`src/rtl/rsbr_pkg.sv`:
```
package rsbr_pkg;

  typedef enum logic [1:0] {
    ST_IDLE = 2'b01,
    ST_RUN  = 2'b10
  } state_e;

  typedef enum logic [1:0] {
    LK_NONE  = 2'd0,
    LK_SRRIP = 2'd1,
    LK_BRRIP = 2'd2
  } leader_e;

  typedef struct packed {
    logic [3:0] victim_way;
    logic [1:0] inserted_position;
    logic       streaming_set;
    logic       bypassed;
  } result_t;

  typedef struct packed {
    logic       we;
    logic [4:0] addr;
    logic [1:0] data;
  } sc_wr_t;

  localparam int unsigned SIG_W       = 5;
  localparam int unsigned SIG_ENTRIES = 32;
  localparam int unsigned IN_TDATA_W  = 120;
  localparam int unsigned OUT_TDATA_W = 8;

  localparam logic [1:0] RR_MAX    = 2'd3;
  localparam logic [1:0] RR_LONG   = 2'd2;
  localparam logic [1:0] RR_NEAR   = 2'd0;
  localparam logic [1:0] SC_HOT    = 2'd2;
  localparam logic [1:0] SC_MAX    = 2'd3;
  localparam logic [1:0] SC_RESET  = 2'd1;
  localparam logic [1:0] RUN_MAX   = 2'd3;
  localparam logic [1:0] THR_RESET = 2'd2;
  localparam logic [9:0] PSEL_MID  = 10'd512;
  localparam logic [9:0] PSEL_MAX  = 10'd1023;

endpackage

```
`src/rtl/rsbr_calc.sv`:
```
module rsbr_calc #(
  parameter int unsigned NUM_SETS     = 2048,
  parameter int unsigned NUM_WAYS     = 16,
  parameter int unsigned LEADER_COUNT = 32,
  parameter int unsigned ADDR_BITS    = 48,
  parameter int unsigned SET_W        = $clog2(NUM_SETS),
  parameter int unsigned WAY_W        = $clog2(NUM_WAYS),
  parameter int unsigned ROW_W        = 7 * NUM_WAYS + 2 * ADDR_BITS + 3
) (
  input  logic                                         req_i,
  input  logic                                         hit_i,
  input  logic [4:0]                                   draw_i,
  input  logic [SET_W-1:0]                             set_i,
  input  logic [WAY_W-1:0]                             way_i,
  input  logic [ADDR_BITS-1:0]                         paddr_i,
  input  logic [rsbr_pkg::SIG_W-1:0]                   pc_sig_i,
  input  logic [ROW_W-1:0]                             row_i,
  input  logic [rsbr_pkg::SIG_ENTRIES-1:0][1:0]        sc_i,
  input  logic [9:0]                                   psel_i,
  input  logic [1:0]                                   thr_i,
  output logic [ROW_W-1:0]                             row_o,
  output rsbr_pkg::sc_wr_t                             sc_wr_o,
  output logic [9:0]                                   psel_o,
  output rsbr_pkg::result_t                            res_o
);
  import rsbr_pkg::*;

  localparam int unsigned SIG_OFF = 2 * NUM_WAYS;
  localparam int unsigned ADR_OFF = 7 * NUM_WAYS;
  localparam int unsigned STR_OFF = ADR_OFF + ADDR_BITS;
  localparam int unsigned RUN_OFF = STR_OFF + ADDR_BITS + 1;
  localparam int unsigned SPACING = NUM_SETS / LEADER_COUNT;

  logic [1:0]           rr      [NUM_WAYS];
  logic [1:0]           mx;
  logic [WAY_W-1:0]     victim;
  logic                 found;
  logic [ADDR_BITS-1:0] last;
  logic [ADDR_BITS:0]   stride;
  logic [ADDR_BITS:0]   prev_stride;
  logic [1:0]           run_old;
  logic [1:0]           run_new;
  logic [SIG_W-1:0]     sig;
  logic [SIG_W-1:0]     bs;
  logic [1:0]           bs_dec;
  logic [1:0]           cs;
  leader_e              kind;
  logic                 brrip;
  logic                 streaming;
  logic [1:0]           ins;
  logic                 bypass;

  always_comb begin
    for (int w = 0; w < NUM_WAYS; w++) begin
      rr[w] = row_i[2*w +: 2];
    end
    mx = '0;
    for (int w = 0; w < NUM_WAYS; w++) begin
      if (rr[w] > mx) mx = rr[w];
    end
    victim = '0;
    found  = 1'b0;
    for (int w = 0; w < NUM_WAYS; w++) begin
      if (!found && rr[w] == mx) begin
        victim = WAY_W'(w);
        found  = 1'b1;
      end
    end

    last        = row_i[ADR_OFF +: ADDR_BITS];
    prev_stride = row_i[STR_OFF +: ADDR_BITS+1];
    run_old     = row_i[RUN_OFF +: 2];
    stride      = (last == '0) ? '0 : ({1'b0, paddr_i} - {1'b0, last});
    if (last != '0 && stride == prev_stride && stride != '0) begin
      run_new = (run_old < RUN_MAX) ? run_old + 2'd1 : run_old;
    end else begin
      run_new = (run_old > 2'd0) ? run_old - 2'd1 : run_old;
    end

    sig    = pc_sig_i ^ set_i[SIG_W-1:0];
    bs     = row_i[SIG_OFF + SIG_W*way_i +: SIG_W];
    bs_dec = (sc_i[bs] > 2'd0) ? sc_i[bs] - 2'd1 : sc_i[bs];
    cs     = (sig == bs) ? bs_dec : sc_i[sig];

    kind = LK_NONE;
    for (int i = 0; i < LEADER_COUNT; i++) begin
      if (set_i == SET_W'(SPACING * i)) begin
        kind = (i < LEADER_COUNT / 2) ? LK_SRRIP : LK_BRRIP;
      end
    end
    unique case (kind)
      LK_SRRIP: brrip = 1'b0;
      LK_BRRIP: brrip = 1'b1;
      default:  brrip = (psel_i >= PSEL_MID);
    endcase
    streaming = (run_new >= thr_i);
    ins    = (brrip && draw_i != 5'd0) ? RR_MAX : RR_LONG;
    bypass = 1'b0;
    if (cs >= SC_HOT) ins = RR_NEAR;
    if (streaming && cs < SC_HOT) begin
      ins    = RR_MAX;
      bypass = 1'b1;
    end

    row_o   = row_i;
    sc_wr_o = '0;
    psel_o  = psel_i;
    res_o   = '0;
    if (!req_i) begin
      for (int w = 0; w < NUM_WAYS; w++) begin
        row_o[2*w +: 2] = rr[w] + (RR_MAX - mx);
      end
      res_o.victim_way        = 4'(victim);
      res_o.inserted_position = RR_MAX;
      res_o.streaming_set     = (run_old >= thr_i);
    end else begin
      row_o[ADR_OFF +: ADDR_BITS]   = paddr_i;
      row_o[STR_OFF +: ADDR_BITS+1] = stride;
      row_o[RUN_OFF +: 2]           = run_new;
      res_o.streaming_set           = streaming;
      sc_wr_o.we   = 1'b1;
      sc_wr_o.addr = bs;
      if (hit_i) begin
        row_o[2*way_i +: 2]     = RR_NEAR;
        sc_wr_o.data            = (sc_i[bs] < SC_MAX) ? sc_i[bs] + 2'd1 : sc_i[bs];
        res_o.inserted_position = RR_NEAR;
      end else begin
        row_o[2*way_i +: 2]                 = ins;
        row_o[SIG_OFF + SIG_W*way_i +: SIG_W] = sig;
        sc_wr_o.data            = bs_dec;
        res_o.inserted_position = ins;
        res_o.bypassed          = bypass;
        unique case (kind)
          LK_SRRIP: psel_o = (psel_i < PSEL_MAX) ? psel_i + 10'd1 : psel_i;
          LK_BRRIP: psel_o = (psel_i > 10'd0) ? psel_i - 10'd1 : psel_i;
          default:  psel_o = psel_i;
        endcase
      end
    end
  end

endmodule

```
`config.mk`:
```
export PLATFORM = sky130hd
export DESIGN_NAME = rsbr_calc
export DESIGN_NICKNAME = d
export VERILOG_FILES = /design/src/rtl/rsbr_pkg.sv /design/src/rtl/rsbr_calc.sv
export SDC_FILE = /design/constraint.sdc
export NUM_CORES = 1
export LEC_CHECK = 0
export BUFFER_PORTS_ARGS = -buffer_cell sky130_fd_sc_hd__buf_2
export CAP_MARGIN = 20
export CORE_AREA = 2 2 233 235
export DETAILED_ROUTE_END_ITERATION = 16
export DIE_AREA = 0 0 235 237
export PLACE_DENSITY_LB_ADDON = 0.2
export SYNTH_ARGS = -nofsm -noshare
export SYNTH_HDL_FRONTEND = slang
export SYNTH_SLANG_ARGS = --single-unit
```
`constraint.sdc`:
```
create_clock -name vclk -period 16.5
set_clock_uncertainty 0.05 [all_clocks]
set_input_delay 0 -clock vclk [all_inputs]
set_output_delay 0 -clock vclk [all_outputs]
set_load 0.05 [all_outputs]
```
# After elaboration in Yosys (flattened, before gate mapping)
# Index checks and enable logic that the tools add are counted.
[word_totals] in_bits=362 ff_bits=0 elab_cells=266 out_inout_bits=237
[classes] n_reduce_logical=39 n_eq_ne=51 bitwise=1 n_addsub=27 multipliers=1 order_cmp=29 muxes=112 n_shift=6
[op_table] operator="bitwise mux 211 bit" n=3
[op_table] operator="two-way mux 211 bit" n=1
[op_table] operator="variable shift 2 x 34 -> 211 bit (first input constant)" n=1
[op_table] operator="variable shift 5 x 34 -> 211 bit (first input constant)" n=1
[op_table] operator="variable part select 2 x 34 -> 211 bit" n=1
[op_table] operator="variable part select 2 x 34 -> 211 bit (first input constant)" n=1
[op_table] operator="variable part select 211 x 33 -> 5 bit" n=1
[op_table] operator="variable part select 5 x 34 -> 211 bit" n=1
[op_table] operator="two-way mux 179 bit" n=1
[op_table] operator="equality test 11 bit (second input constant)" n=16
[op_table] operator="two-way mux 2 bit" n=59
[op_table] operator="equality test 11 x 10 -> 1 bit (second input constant)" n=8
[op_table] operator="two-way mux 4 bit" n=15
[op_table] operator="equality test 49 bit" n=1
[op_table] operator="two-way mux 49 bit" n=1
[op_table] operator="nonzero test 49 bit" n=1
[op_table] operator="subtractor 48 x 48 -> 49 bit" n=1
[op_table] operator="zero test 48 bit" n=1
[op_table] operator="nonzero test 48 bit" n=1
[op_table] operator="equality test 11 x 9 -> 1 bit (second input constant)" n=4
[op_table] operator="two-way mux 10 bit" n=4
[op_table] operator="negator 5 -> 34 bit" n=1
[op_table] operator="negator 8 -> 34 bit" n=1
[op_table] operator="adder 2 bit" n=16
[op_table] operator="other kinds (34)" n=125

# Longest topological paths before layout
[depth] ltp_word=80 mapped_depth=88 ltp_nobuf=88

# Least setup slack after synthesis
# OpenSTA, ideal clock, no wires.
[synth_path] path_kind="in2out" from="in row_i[0]" to="out res_o[7] in the netlist's numbering" cell_stages=84 path_buffers=1 t_required_ns=16.450 path_slack_ns=2.489 t_arrival_ns=13.961 cell_sequence="clkbuf_1 -> ha_1 -> or3b_2 -> a21oi_1 -> or2_2 -> ha_1 -> inv_1 -> o22a_1 -> o21a_1 -> ha_1 -> inv_1 -> o22ai_1 -> o311ai_0 -> nand2_1 -> ha_1 -> nor3_1 -> a311oi_1 -> o21a_1 -> (+48 left out) -> nor2_1 -> nor2_1 -> a21oi_1 -> inv_1 -> mux2_2 -> ha_1 -> nand2_1 -> o21ai_0 -> nand3_1 -> o21ai_0 -> a31oi_1 -> ha_1 -> a221oi_1 -> a31oi_1 -> nor2b_1 -> and3b_1 -> nand2_1 -> nor3_1"
[synth_lines] item="start, declared" line="rsbr_calc.sv:17" text="input logic [ROW_W-1:0] row_i,"
[synth_lines] item="end, declared" line="rsbr_calc.sv:24" text="output rsbr_pkg::result_t res_o"

==> summary.md <==
| Metric | Value |
|---|---|
| Arr. time, crit path | `14.81 ns` |
| Final Core Density | `0.363` |
| Area Overhead vs Synth | `22.9%` |
| Die span in y | `237 µm` |
| Nets@finish | `between 3000 and 4000` |
| HPWL Detailed | `around 83000 µm` |
| Critical path startpoint category | `input pin` |
| DR iter-0 viols | `about 2300` |
| Relative slew margins | `0.234` |
| Achievable frequency | `67.3 MHz` |
| CP startpoint | `row_i[2]` |
| Fin crit share | `0.901` |
| Post-synthesis cell count | `2413` |
| Slew of the pin with the lowest slew margin | `1.15 ns` |
| Share of layout cells above drive strength 1 | `0.280` |
| Post-route setup TNS | `0 ns` |
| Hold crit path type | `in2out` |
| Core area | `between 50000 and 60000 µm²` |
| Worst path most repeated cell | `ha_1` |
| Max_cap viols | `0` |
| Critical path class | `in2out` |
| Vias per std cell | `6.14` |
| Filler cell count | `a little under 6000` |
| Via count of the first global-routing pass | `approximately 21000` |
| CP max FO | `9` |
| Initial core utilization | `0.295` |
| Wire per inst | `~27 µm` |
| DRT Pass-1 Iters | `6` |
| Final GP Congestion | `slightly below 1` |
| Global-route wire length before repair | `approximately 140000 µm` |
| Row count | `85` |
| Critical path required time | `16.45 ns` |
| Distinct cells, synth | `102` |
| Mean Syn Cell Area | `around 6.5 µm²` |
| Register area share after synthesis | `0` |
| CP Capture Type | `output pin` |
| Mapped cell area | `15700 µm²` |
| Outcome | `complete, no violations` |
| Die area | `between 50000 and 60000 µm²` |
| Gr ovfl total | `0` |
| Pin count of the biggest net entering global routing | `100` |
| FF/Latch Area | `0 µm²` |
| RSZ-0062 raised after global routing | `false` |
| Die width | `approximately 240 µm` |
| Routed WL | `98700 µm` |
| GRT Total Usage | `0.333` |
| Final setup viols | `0` |
| Fin. max-slew vios | `0` |
| CP delay by family, top | `compound AO/OA/AOI/OAI gates` |
| Leak | `about 0.009 µW` |
| Maximum VDD drop | `around 0.000033 V` |
| Post-CTS Hold Fix Bufs | `0` |
| Area of the multi-input gates | `approximately 15000 µm²` |
| Routed Antenna Nets | `0` |
| Slowest-stage cell, CP | `or3b_2` |
| I/O Pins | `599` |
| Initial antenna violation count | `6` |
| Hold path startpoint | `paddr_i[42]` |
| Period minus WS final | `~15 ns` |
| Synthesized net count | `about 2900` |
| FFs & Latches | `0` |
| Crit-path max cell delay | `about 0.48 ns` |
| Synthesis Warnings | `0` |
| Port buffer count | `between 500 and 600` |
| Buf+Inv Stages, Crit Path | `15` |
| PD cells | `70.8 nW/µm²` |
| DRC errors left | `0` |
| DR vias | `22128` |
| Final Hold Fails | `0` |
| Clock buffer count in the final layout | `0` |
## per-stage QoR
step                instance area (µm²)  worst slack [ns]  cells  hold slack [ns]  power (µW)
finish                            19300              1.64   3602            0.379        1370
floorplan                         15700              2.49   2413            0.117         874
global placement                  19200              1.61   3593            0.377        1310
global route                      19300            0.0297   3602            0.401        1440
detailed placement                19200              1.29   3594            0.384        1320
CTS                               19200              1.22   3594            0.384        1330
## cell families (layout without fill, tap and decap cells)
group           Yosys count  after routing  synth area share
simple gates            991            991             0.301
compound gates          688            688             0.293
buf+inv                 316            805            0.0812
mux                     195            195             0.166
fa+ha+maj               136            136             0.108
xor+xnor                 87             87            0.0503
other cells               0              4                 0
## layer usage
layer / vias up / routed length, µm / GRT usage
met5: - / 29 / 0
met4: 4 / 4560 / 0.124
met3: 217 / 7970 / 0.0427
met2: 1298 / 46400 / 0.571
met1: 10649 / 39700 / 0.425
li1: 9960 / - / -
## where the power goes
part | switching [µW] | leakage [µW] | internal (µW) | total, µW
registers | 0 | 0 | 0 | 0
logic | 970 | 0.00896 | 397 | 1370
clock network | 0 | 0.0000000254 | 0.0000325 | 0.0000325
total | 970 | 0.00896 | 397 | 1370
## tightest hold or removal path: cells and delay by family
family	cells	cell delay, ns
compound gates	1	0.06
buf+inv	2	0.32
simple gates	1	0.05
## area by class of cell
| cell class | count | area share |
|---|---|---|
| repair buffers | 634 | 0.171 |
| well taps | 696 | 0.0451 |
| diodes | 4 | 0.000518 |
| inverters | 171 | 0.0332 |
| multi-input cells | 2097 | 0.751 |
## cells in the mapped netlist (all sizes together) (45+ instances only)
cell    instances  area (µm²)
a21oi         147         751
clkbuf        105         395
ha            132        1650
inv           170         638
mux2           96        1080
mux2i          59         603
nand2         347        1300
nand3          99         495
nand4          50         313
nor2          215         807
nor3           66         345
o21ai         169         846
xnor2          45         394
## cell usage in the layout (no fill, tap or decap), drive strengths merged, types with 11 or more instances in the layout
cell type  Yosys  routed
o21ai        169     169
mux2i         59      59
and3          24      24
nor4          37      37
nand4         50      50
o311ai        12      12
inv          170     170
xnor2         45      45
a31oi         38      38
o221ai        14      14
ha           132     132
and4          13      13
nand2        347     347
a21o          35      35
o21a          22      22
and2          25      25
a21oi        147     147
a221oi        13      13
xor2          40      40
buf           40     633
a211oi        29      29
or3           15      15
a211o         11      11
nand2b        30      30
a311oi        11      11
o22ai         39      39
mux2          96      96
nand3         99      99
nor2         215     215
nor3          66      66
o211ai        32      32
nor2b         17      17
mux4          40      40
## final timing paths
path | endpoint | slack, ns | cells past startpoint
setup / recovery | res_o[4] | 1.64 | 90
hold / removal | row_o[154] | 0.38 | 4
## timing repair
item / 4_1_cts / 5_1_grt
endpoints found under the setup margin: 0 / 8
gates resized for setup: 0 / 5
setup buffers: 0 / 3
No activity file was read; power rests on OpenSTA's default activity.
